==> src/ffisa_pkg.sv <==
// Package for the first-fit interval server assignment block.
// Holds the shared constants, state encoding and controller/datapath structs.
// Depends on nothing.
`default_nettype none

package ffisa_pkg;

  localparam int MAX_SERVERS = 16;
  localparam int TIME_W      = 32;
  localparam int IDX_W       = 4;
  localparam int CNT_W       = 5;
  localparam int IN_DATA_W   = 2 * TIME_W;
  localparam int OUT_DATA_W  = 16;
  localparam int OUT_USER_W  = 2;

  localparam logic [CNT_W-1:0] CNT_MAX = CNT_W'(MAX_SERVERS);

  typedef enum logic [1:0] {
    ST_IDLE,
    ST_SCAN,
    ST_DONE
  } state_t;

  typedef struct packed {
    logic load;
    logic scan;
    logic place;
    logic push;
  } ctrl_cmd_t;

  typedef struct packed {
    logic hit;
    logic exhausted;
    logic out_free;
  } ctrl_sts_t;

endpackage

`default_nettype wire

==> src/ffisa_ctrl.sv <==
// Controller state machine for the first-fit server assignment block.
// Sequences load, scan, place and output push; depends on ffisa_pkg.
`default_nettype none

module ffisa_ctrl (
  input  wire logic                 clk,
  input  wire logic                 rst,
  input  wire logic                 s_tvalid,
  output logic                      s_tready,
  input  wire ffisa_pkg::ctrl_sts_t sts,
  output ffisa_pkg::ctrl_cmd_t      cmd
);
  import ffisa_pkg::*;

  state_t state;
  state_t state_next;

  always_ff @(posedge clk) begin
    if (rst) begin
      state <= ST_IDLE;
    end else begin
      state <= state_next;
    end
  end

  always_comb begin
    state_next = state;
    unique case (state)
      ST_IDLE: begin
        if (s_tvalid) state_next = ST_SCAN;
      end
      ST_SCAN: begin
        if (sts.hit || sts.exhausted) state_next = ST_DONE;
      end
      ST_DONE: begin
        if (sts.out_free) state_next = ST_IDLE;
      end
      default: state_next = ST_IDLE;
    endcase
  end

  always_comb begin
    cmd      = '0;
    s_tready = 1'b0;
    unique case (state)
      ST_IDLE: begin
        s_tready = 1'b1;
        cmd.load = s_tvalid;
      end
      ST_SCAN: begin
        cmd.scan  = 1'b1;
        cmd.place = sts.hit || sts.exhausted;
      end
      ST_DONE: begin
        cmd.push = sts.out_free;
      end
      default: begin
        cmd = '0;
      end
    endcase
  end

endmodule

`default_nettype wire

==> src/ffisa_dp.sv <==
// Datapath for the first-fit server assignment block: task registers, the
// free-time memory, scan pointer, compare stage and output register.
// Depends on ffisa_pkg.
`default_nettype none

module ffisa_dp (
  input  wire logic                                clk,
  input  wire logic                                rst,
  input  wire logic [ffisa_pkg::IN_DATA_W-1:0]     s_tdata,
  input  wire logic                                s_tuser,
  output logic                                     m_tvalid,
  input  wire logic                                m_tready,
  output logic [ffisa_pkg::OUT_DATA_W-1:0]         m_tdata,
  output logic [ffisa_pkg::OUT_USER_W-1:0]         m_tuser,
  input  wire ffisa_pkg::ctrl_cmd_t                cmd,
  output ffisa_pkg::ctrl_sts_t                     sts
);
  import ffisa_pkg::*;

  logic [TIME_W-1:0] free_mem [MAX_SERVERS];
  logic [TIME_W-1:0] rd_data;
  logic [TIME_W-1:0] start_r;
  logic [TIME_W-1:0] end_r;
  logic [CNT_W-1:0]  count;
  logic [CNT_W-1:0]  rd_ptr;
  logic [IDX_W-1:0]  cmp_idx;
  logic              cmp_valid;
  logic [IDX_W-1:0]  res_idx;
  logic [CNT_W-1:0]  res_cnt;
  logic              res_open;
  logic              res_ovf;

  logic              issue;
  logic              fits;
  logic              wr_en;
  logic [IDX_W-1:0]  wr_addr;

  assign issue = rd_ptr < count;
  assign fits  = rd_data <= start_r;

  assign sts.hit       = cmp_valid && fits;
  assign sts.exhausted = !cmp_valid && !issue;
  assign sts.out_free  = !m_tvalid || m_tready;

  always_comb begin
    wr_en   = 1'b0;
    wr_addr = cmp_idx;
    if (cmd.place) begin
      if (cmp_valid && fits) begin
        wr_en   = 1'b1;
        wr_addr = cmp_idx;
      end else if (count < CNT_MAX) begin
        wr_en   = 1'b1;
        wr_addr = count[IDX_W-1:0];
      end
    end
  end

  always_ff @(posedge clk) begin
    rd_data <= free_mem[rd_ptr[IDX_W-1:0]];
    if (wr_en) begin
      free_mem[wr_addr] <= end_r;
    end
  end

  always_ff @(posedge clk) begin
    if (cmd.load) begin
      start_r <= s_tdata[TIME_W-1:0];
      end_r   <= s_tdata[IN_DATA_W-1:TIME_W];
    end
    if (cmd.place) begin
      if (cmp_valid && fits) begin
        res_idx  <= cmp_idx;
        res_cnt  <= count;
        res_open <= 1'b0;
        res_ovf  <= 1'b0;
      end else if (count < CNT_MAX) begin
        res_idx  <= count[IDX_W-1:0];
        res_cnt  <= count + CNT_W'(1);
        res_open <= 1'b1;
        res_ovf  <= 1'b0;
      end else begin
        res_idx  <= '0;
        res_cnt  <= count;
        res_open <= 1'b0;
        res_ovf  <= 1'b1;
      end
    end
    if (cmd.push) begin
      m_tdata <= {(OUT_DATA_W - CNT_W - IDX_W)'(0), res_cnt, res_idx};
      m_tuser <= {res_ovf, res_open};
    end
  end

  always_ff @(posedge clk) begin
    if (rst) begin
      count     <= '0;
      rd_ptr    <= '0;
      cmp_valid <= 1'b0;
      cmp_idx   <= '0;
      m_tvalid  <= 1'b0;
    end else begin
      if (cmd.load) begin
        if (s_tuser) count <= '0;
        rd_ptr    <= '0;
        cmp_valid <= 1'b0;
      end else if (cmd.scan) begin
        if (issue) rd_ptr <= rd_ptr + CNT_W'(1);
        cmp_valid <= issue;
        cmp_idx   <= rd_ptr[IDX_W-1:0];
      end
      if (cmd.place && !(cmp_valid && fits) && (count < CNT_MAX)) begin
        count <= count + CNT_W'(1);
      end
      if (cmd.push) begin
        m_tvalid <= 1'b1;
      end else if (m_tready) begin
        m_tvalid <= 1'b0;
      end
    end
  end

endmodule

`default_nettype wire

==> src/first_fit_interval_server_assign_core.sv <==
// Top level of the first-fit interval server assignment block.
// An item is loaded, then the open servers are scanned in index order until the first fit or the end, then placed.
// No new item is taken until the last result is pushed to the output register; the scan length sets the rate.
// The scan reads one free-time entry per cycle from a memory with one read port and one write port.
// Reset clears the server count and output valid; free-time entries are never read unwritten.
// Depends on ffisa_pkg, ffisa_ctrl and ffisa_dp.
`default_nettype none

module first_fit_interval_server_assign_core (
  input  wire logic                                clk,
  input  wire logic                                rst,
  input  wire logic                                s_tvalid,
  output logic                                     s_tready,
  // Fields from bit 0: task_start[31:0], task_end[63:32].
  input  wire logic [ffisa_pkg::IN_DATA_W-1:0]     s_tdata,
  // Fields from bit 0: new_set.
  input  wire logic                                s_tuser,
  output logic                                     m_tvalid,
  input  wire logic                                m_tready,
  // Fields from bit 0: server_index[3:0], servers_in_use[8:4], zero fill.
  output logic [ffisa_pkg::OUT_DATA_W-1:0]         m_tdata,
  // Fields from bit 0: opened_new, overflow.
  output logic [ffisa_pkg::OUT_USER_W-1:0]         m_tuser
);
  import ffisa_pkg::*;

  ctrl_cmd_t cmd;
  ctrl_sts_t sts;

  ffisa_ctrl u_ctrl (
    .clk      (clk),
    .rst      (rst),
    .s_tvalid (s_tvalid),
    .s_tready (s_tready),
    .sts      (sts),
    .cmd      (cmd)
  );

  ffisa_dp u_dp (
    .clk      (clk),
    .rst      (rst),
    .s_tdata  (s_tdata),
    .s_tuser  (s_tuser),
    .m_tvalid (m_tvalid),
    .m_tready (m_tready),
    .m_tdata  (m_tdata),
    .m_tuser  (m_tuser),
    .cmd      (cmd),
    .sts      (sts)
  );

endmodule

`default_nettype wire

==> config.mk <==
export PLATFORM = sky130hd
export DESIGN_NAME = first_fit_interval_server_assign_core
export DESIGN_NICKNAME = d
export VERILOG_FILES = /design/src/ffisa_pkg.sv /design/src/ffisa_ctrl.sv /design/src/ffisa_dp.sv /design/src/first_fit_interval_server_assign_core.sv
export SDC_FILE = /design/constraint.sdc
export NUM_CORES = 1
export LEC_CHECK = 0
export BUFFER_PORTS_ARGS = -buffer_cell sky130_fd_sc_hd__buf_2
export CAP_MARGIN = 20
export CELL_PAD_IN_SITES_DETAIL_PLACEMENT = 1
export CELL_PAD_IN_SITES_GLOBAL_PLACEMENT = 1
export CORE_MARGIN = 2
export CORE_UTILIZATION = 54
export CTS_CLUSTER_SIZE = 14
export DETAILED_ROUTE_END_ITERATION = 7
export PLACE_DENSITY_LB_ADDON = 0.1
export SYNTH_ARGS = -nofsm -noshare
export SYNTH_HDL_FRONTEND = slang
export SYNTH_SLANG_ARGS = --single-unit
export TNS_END_PERCENT = 30
==> constraint.sdc <==
create_clock -name clk -period 7.95 [get_ports clk]
set_input_delay 0.795 -clock clk [delete_from_list [all_inputs] [get_ports clk]]
set_output_delay 0.795 -clock clk [all_outputs]
set_load 0.01 [all_outputs]
== Word level (Yosys, flattened, before mapping) ==
Memory sizes are Yosys's and may differ from the RTL's. A register that Yosys moved wholly into a read port is not among the register bits.
Index checks and enable logic that the tools add are counted.

* Bits in registers: 104
* Bits in writable memories: 512
* Bits of input ports: 69
* Output and inout bits: 20
* Logic and storage cells: 71
* Memories kept: 1

* Add/subtract/negate cells: 2
* Magnitude comparators: 3
* Eq/ne operators: 5
* Muxes and demuxes: 26
* Bitwise gates (word level): 1
* Reductions and logical operators: 19

{| class="wikitable"
|+ Memory list
! memory !! words !! width !! read ports !! clocked after Yosys merged registers in !! wr ports !! line !! source
|-
| u_dp.free_mem || 16 || 32 || 1 || 1 || 1 || ffisa_dp.sv:20 || <nowiki>logic [TIME_W-1:0] free_mem [MAX_SERVERS];</nowiki>
|}

{| class="wikitable"
|+ Operator list
! kind !! number
|-
| less-or-equal comparator 32 bit || 1
|-
| 2-to-1 mux 5 bit || 5
|-
| 2-to-1 mux 4 bit || 5
|-
| 2-to-1 mux 1 bit || 11
|-
| adder 5 x 1 -> 5 bit (second input constant) || 2
|-
| 2-to-1 mux 2 bit || 4
|-
| case mux 2 bit (3 select lines) || 1
|-
| AND reduction 2 bit || 3
|-
| nonzero test 2 bit || 3
|-
| < comparator 5 bit || 1
|-
| < comparator 5 bit (second input constant) || 1
|-
| logical AND 1 bit || 4
|-
| zero test 1 bit || 4
|-
| != test 2 x 1 -> 1 bit (second input constant) || 2
|-
| AND reduction 3 bit || 1
|-
| == test 2 x 1 -> 1 bit (second input constant) || 1
|-
| == test 2 bit (second input constant) || 1
|-
| zero test 2 bit || 1
|-
| logical OR 1 bit || 2
|-
| != test 2 bit (second input constant) || 1
|-
| OR reduction 2 bit || 1
|-
| inverter 1 bit || 1
|}

== Depth between registers and ports, before layout ==
* Depth after elaboration: 9
* Depth in mapped cells: 9
* Gate-level depth less buffers: 8

== By module ==
A second synthesis with hierarchy kept.

* Cell total of the unflattened synthesis: 1117
* Area total of the unflattened synthesis: 24583.6 µm²

{| class="wikitable"
|+ Modules (own cells, without submodules)
! module !! times used !! cells an instance !! area an instance (µm²) !! sequential area each (µm²)
|-
| ffisa_dp || 1 || 1103 || 24462.2 || 18918.1
|-
| ffisa_ctrl || 1 || 14 || 121.4 || 40.0
|}

== Worst setup path before layout ==
Ideal clock, no wire load.

* Kind: register -> register
* Start point: reg u_dp.start_r[13]
* End point: mem u_dp.free_mem[10][0] (enable)
* Library setup time: 501 ps
* Arrival time: 5060 ps
* Data required time: 7449 ps
* Setup slack: 2389 ps
* Stages on the path, launching flop included: 10
* Buffers on the path: 1
* Period minus slack after synthesis: 5561 ps
* Cells stage by stage: edfxtp_1 inv_1 ha_1 nand4_2 or4_1 a21bo_1 o31ai_4 a22oi_4 buf_6 nor4_1

* Word-level cells in the longest chain between the ends: 7
* Elaborated cells between the ends (all ways): 10
* Classes of those cells: order compare (1); mux (7); reduce/logical (2)

{| class="wikitable"
|+ RTL lines
! item !! line !! source
|-
| start: declaration || ffisa_dp.sv:22 || <nowiki>logic [TIME_W-1:0] start_r;</nowiki>
|-
| start signal: assignment || ffisa_dp.sv:68 || <nowiki>start_r <= s_tdata[TIME_W-1:0];</nowiki>
|-
| less-or-equal comparator 32 bit (*) || ffisa_dp.sv:39 || <nowiki>assign fits = rd_data <= start_r;</nowiki>
|-
| logical AND 1 bit (*) || ffisa_dp.sv:41, ffisa_dp.sv:49 ||
|-
| logical OR 1 bit || ffisa_ctrl.sv:52 || <nowiki>cmd.place = sts.hit || sts.exhausted;</nowiki>
|-
| 2-to-1 mux 2 bit || ffisa_ctrl.sv:45 || <nowiki>unique case (state)</nowiki>
|-
| 2-to-1 mux 1 bit || ffisa_dp.sv:48 || <nowiki>if (cmd.place) begin</nowiki>
|-
| 2-to-1 mux 1 bit || ffisa_dp.sv:61 || <nowiki>if (wr_en) begin</nowiki>
|-
| 2-to-1 mux 1 bit (not written as such) || ffisa_dp.sv:62 || <nowiki>free_mem[wr_addr] <= end_r;</nowiki>
|-
| end: declaration || ffisa_dp.sv:20 ||
|}

Mark *: on every way between the ends. The rest lies on a longest branch, timed or not.

== Worst setup path in the final report ==
* Start point: reg u_dp.rd_ptr[2]
* End point: mem u_dp.free_mem[0][24] (enable)

* Word-level cells in the longest chain between the ends: 8
* Elaborated cells between the ends (all ways): 9
* Classes of those cells: order compare (1); mux (5); reduce/logical (3)

{| class="wikitable"
|+ RTL lines
! item !! line !! source
|-
| start: declaration || ffisa_dp.sv:25 || <nowiki>logic [CNT_W-1:0] rd_ptr;</nowiki>
|-
| start signal: assignment || ffisa_dp.sv:108 || <nowiki>if (issue) rd_ptr <= rd_ptr + CNT_W'(1);</nowiki>
|-
| < comparator 5 bit (*) || ffisa_dp.sv:38 || <nowiki>assign issue = rd_ptr < count;</nowiki>
|-
| zero test 1 bit (*) || ffisa_dp.sv:42 || <nowiki>assign sts.exhausted = !cmp_valid && !issue;</nowiki>
|-
| logical AND 1 bit (*) || ffisa_dp.sv:42 ||
|-
| logical OR 1 bit (*) || ffisa_ctrl.sv:52 ||
|-
| 2-to-1 mux 2 bit (*) || ffisa_ctrl.sv:45 ||
|-
| 2-to-1 mux 1 bit || ffisa_dp.sv:48 ||
|-
| 2-to-1 mux 1 bit || ffisa_dp.sv:61 ||
|-
| 2-to-1 mux 1 bit (not written as such) || ffisa_dp.sv:62 ||
|}

Marked as above.

==> metrics.cfg <==
[status]
status=finished clean

[logic_synthesis]
synth_ff_type=edfxtp_1
yosysMostFrequentCell=edfxtp_1
syn_area_sq_um=24580
ys_ff_latch=648
ys_types=53
netlist_top_cells_area=edfxtp_1 (73%), mux4_2 (15%), dfxtp_1 (4.1%)
yosysTopAreaCell=edfxtp_1
yosysSeqAreaShare_pct=77.13
ys_warn_count=0
post-synth-top-area-fraction_pct=73.06
syn_inst=1129
synth_commonest_cells=edfxtp_1 (598), mux4_2 (160), dfxtp_1 (50)
async_flop_share_pct=0
synth-edff-count=598
avgSynthCellArea_sq_um=21.77

[setup_path]
crit_fanout=37
cp_num_buf_inv=3
r2r_setup_slack_ns=3.90
worst_r2r_path_depth=10
r2r_end=u_dp.free_mem[0][24]
path_delay_family=compound AO/OA/AOI/OAI gates
slowest_stage=a31oi_1
crit_path_frequent_cell=buf_4
crit_type=flip-flop to flip-flop
cp.required_ns=8.26
cpPeakStageDelay_ns=0.79
crit_chain=buf_4, ha_1, a21oi_1, o21ai_1, a31oi_1, nor2_1, a22oi_4, nor3_2, buf_6, buf_4
worst_setup_path_start_kind=flip-flop
r2r_start=u_dp.rd_ptr[2]
cp.arrival_ns=4.36
crit_path_end_kind=flip-flop

[timing]
clock_skew_ns=0.02852
worst_pin_slew_ns=1.027
tns_ns=0
slew-limit-headroom_pct=31.24
fin_crit_sh_pct=50.92
finalHoldViolCount=0
rsz0062_at_grt=false
fmax_mhz=247.0
fin_crit_ns=4.048
slew_viol_final=0
setup_viol=0

[cells_and_area]
final_cells=1913
syn2layout_area_growth_pct=13.96
multiInputGateArea_sq_um=5340
final_design_area_no_fill_sq_um=28010
drive_gt1_share_pct=30.01
nets=1369
num-fill-cells=3706
regArea_sq_um=18970
antenna-diode-count=0

[power_and_ir_drop]
max-vdd-ir-drop_uv=208.4
p_per_area_nw_per_um2=256.9
p_leak_nw=8.947

[worst_hold_path]
worstHoldStart=s_tdata[46]
holdCritPathClass=input pin to flip-flop
whs_path_depth=1
hold_end=u_dp.end_r[14]

[placement]
placed_cells=1790
hpwl_mm=34.09
port-buffer-count=81
gp_congestion=0.8532
dpl_cell_area_sq_um=25830

[route]
avgViaCountPerCell=6.098
drt_iter0_drc=1040
ant_nets=0
dr.pass1.iters=5
drc=0
wl_per_cell_microns=29.04
dr_total_vias=11670
drt_wl_total_mm=55.55

[global_route]
grtUsageTotal_pct=24.63
antenna_found_initial=5
overflow=0
grt_pass1_vias=12220
grt_max_degree=57
grt_pass1_wl_mm=82.39

[floorplan]
boundaryPins=89
num_rows=78
die_h_microns=217.3
fp.coreArea_sq_um=45190
die-area_sq_um=47240
die_w_microns=217.3
start_util_pct=54.39

[clock_tree]
cts_made_buffers=67
clk_latency_ns=0.61
cts_max_level=3
cts_resized=0
cts_sinks=648
hold_buffers=0
post-cts-setup-buffers=0
clockRootBuffer=clkbuf_16
clk_pin_slew_ns=0.06
cts_tree=built
cts.path.max_buffers=3

[run]
max-cap-violations=0

==> metrics by stage <==
stage | setup WS, ns | total power [mW] | util, % | hold slack [ns]
6_report | 3.902 | 7.197 | 61.99 | 0.3610
5_1_grt | 3.627 | 7.408 | 61.99 | 0.3357
4_1_cts | 3.573 | 7.259 | 61.96 | 0.3310
3_5_place_dp | 3.583 | 4.185 | 57.16 | 0.4063
3_3_place_gp | 3.790 | 4.169 | 57.16 | 0.4025
2_1_floorplan | 2.389 | 4.062 | - | 0.4003
==> kinds of logic after synthesis <==
kind of cell | share of synthesized area (%)
fa+ha+maj | 2.036
mux | 14.79
xor+xnor | 0.1782
compound gates | 2.011
buf+inv | 1.634
flops | 77.13
other cells | 0.01526
simple gates | 2.199
==> area by class of cell <==
cell class	count	area share, %
clock inverters	35	1.233
well taps	600	2.680
flip-flops and latches	648	67.72
multi-input cells	393	19.07
repair buffers	111	2.265
clock buffers	87	6.513
inverters	39	0.5226
==> worst max-delay path by stage <==
stage	from	endpoint	slack, ns	cells after the start
2_1_floorplan	u_dp.start_r[13]	u_dp.free_mem[10][0]	2.39	9
3_3_place_gp	u_dp.rd_ptr[2]	u_dp.free_mem[0][23]	3.79	9
3_5_place_dp	u_dp.rd_ptr[2]	u_dp.free_mem[0][25]	3.58	9
4_1_cts	u_dp.rd_ptr[2]	u_dp.free_mem[0][25]	3.57	9
5_1_grt	u_dp.rd_ptr[2]	u_dp.free_mem[0][28]	3.63	10
6_report	u_dp.rd_ptr[2]	u_dp.free_mem[0][24]	3.90	10
==> worst reg2reg max path, cell delays in order (launching register included) <==
cell and delay, ns:
dfxtp_2 0.32, buf_4 0.51, ha_1 0.37, a21oi_1 0.12, o21ai_1 0.12, a31oi_1 0.79
nor2_1 0.29, a22oi_4 0.63, nor3_2 0.16, buf_6 0.20, buf_4 0.25
==> where the power goes <==
group	switching, mW	internal (mW)
combinational	0.136	0.0877
clock	1.26	1.82
sequential	0.0791	3.81
==> flip-flops by register name, indices dropped and copies added, names as in the netlist, 5 cells and up <==
signal         count
u_dp.free_mem    512
u_dp.count         5
u_dp.m_tdata       9
u_dp.rd_ptr        5
u_dp.res_cnt       5
u_dp.start_r      32
u_dp.rd_data      32
u_dp.end_r        32
==> cells in the final DEF, fill, tap and decap left out, types with 3 or more instances in the layout <==
cell,n
o21ai_0,13
ha_1,40
clkinv_2,7
clkbuf_8,3
nand4_1,8
nor4_1,7
mux4_2,160
bufinv_16,6
nor4_2,13
buf_2,81
xnor2_1,3
nor3_2,3
dfxtp_1,46
inv_6,3
clkbuf_16,69
nor3_1,5
clkinv_1,15
nor2_1,16
edfxtp_1,598
a21oi_1,29
buf_4,29
o31ai_1,3
a31oi_1,8
inv_1,39
conb_1,7
nand3_1,11
clkbuf_1,15
nor2b_1,4
nand2b_1,6
nand2_1,22
==> per-layer routing <==
layer / GRT usage, % / wire length (microns) / vias to the layer above / share of wire (%)
met2: 36.79 / 25990 / 452 / 47
met5: 0 / 18 / - / 0.032
met3: 5.646 / 3951 / 85 / 7.1
met1: 37.27 / 24420 / 6180 / 44
met4: 6.370 / 1160 / 2 / 2.1
li1: - / - / 4946 / -
No activity file was read; power rests on OpenSTA's default activity.
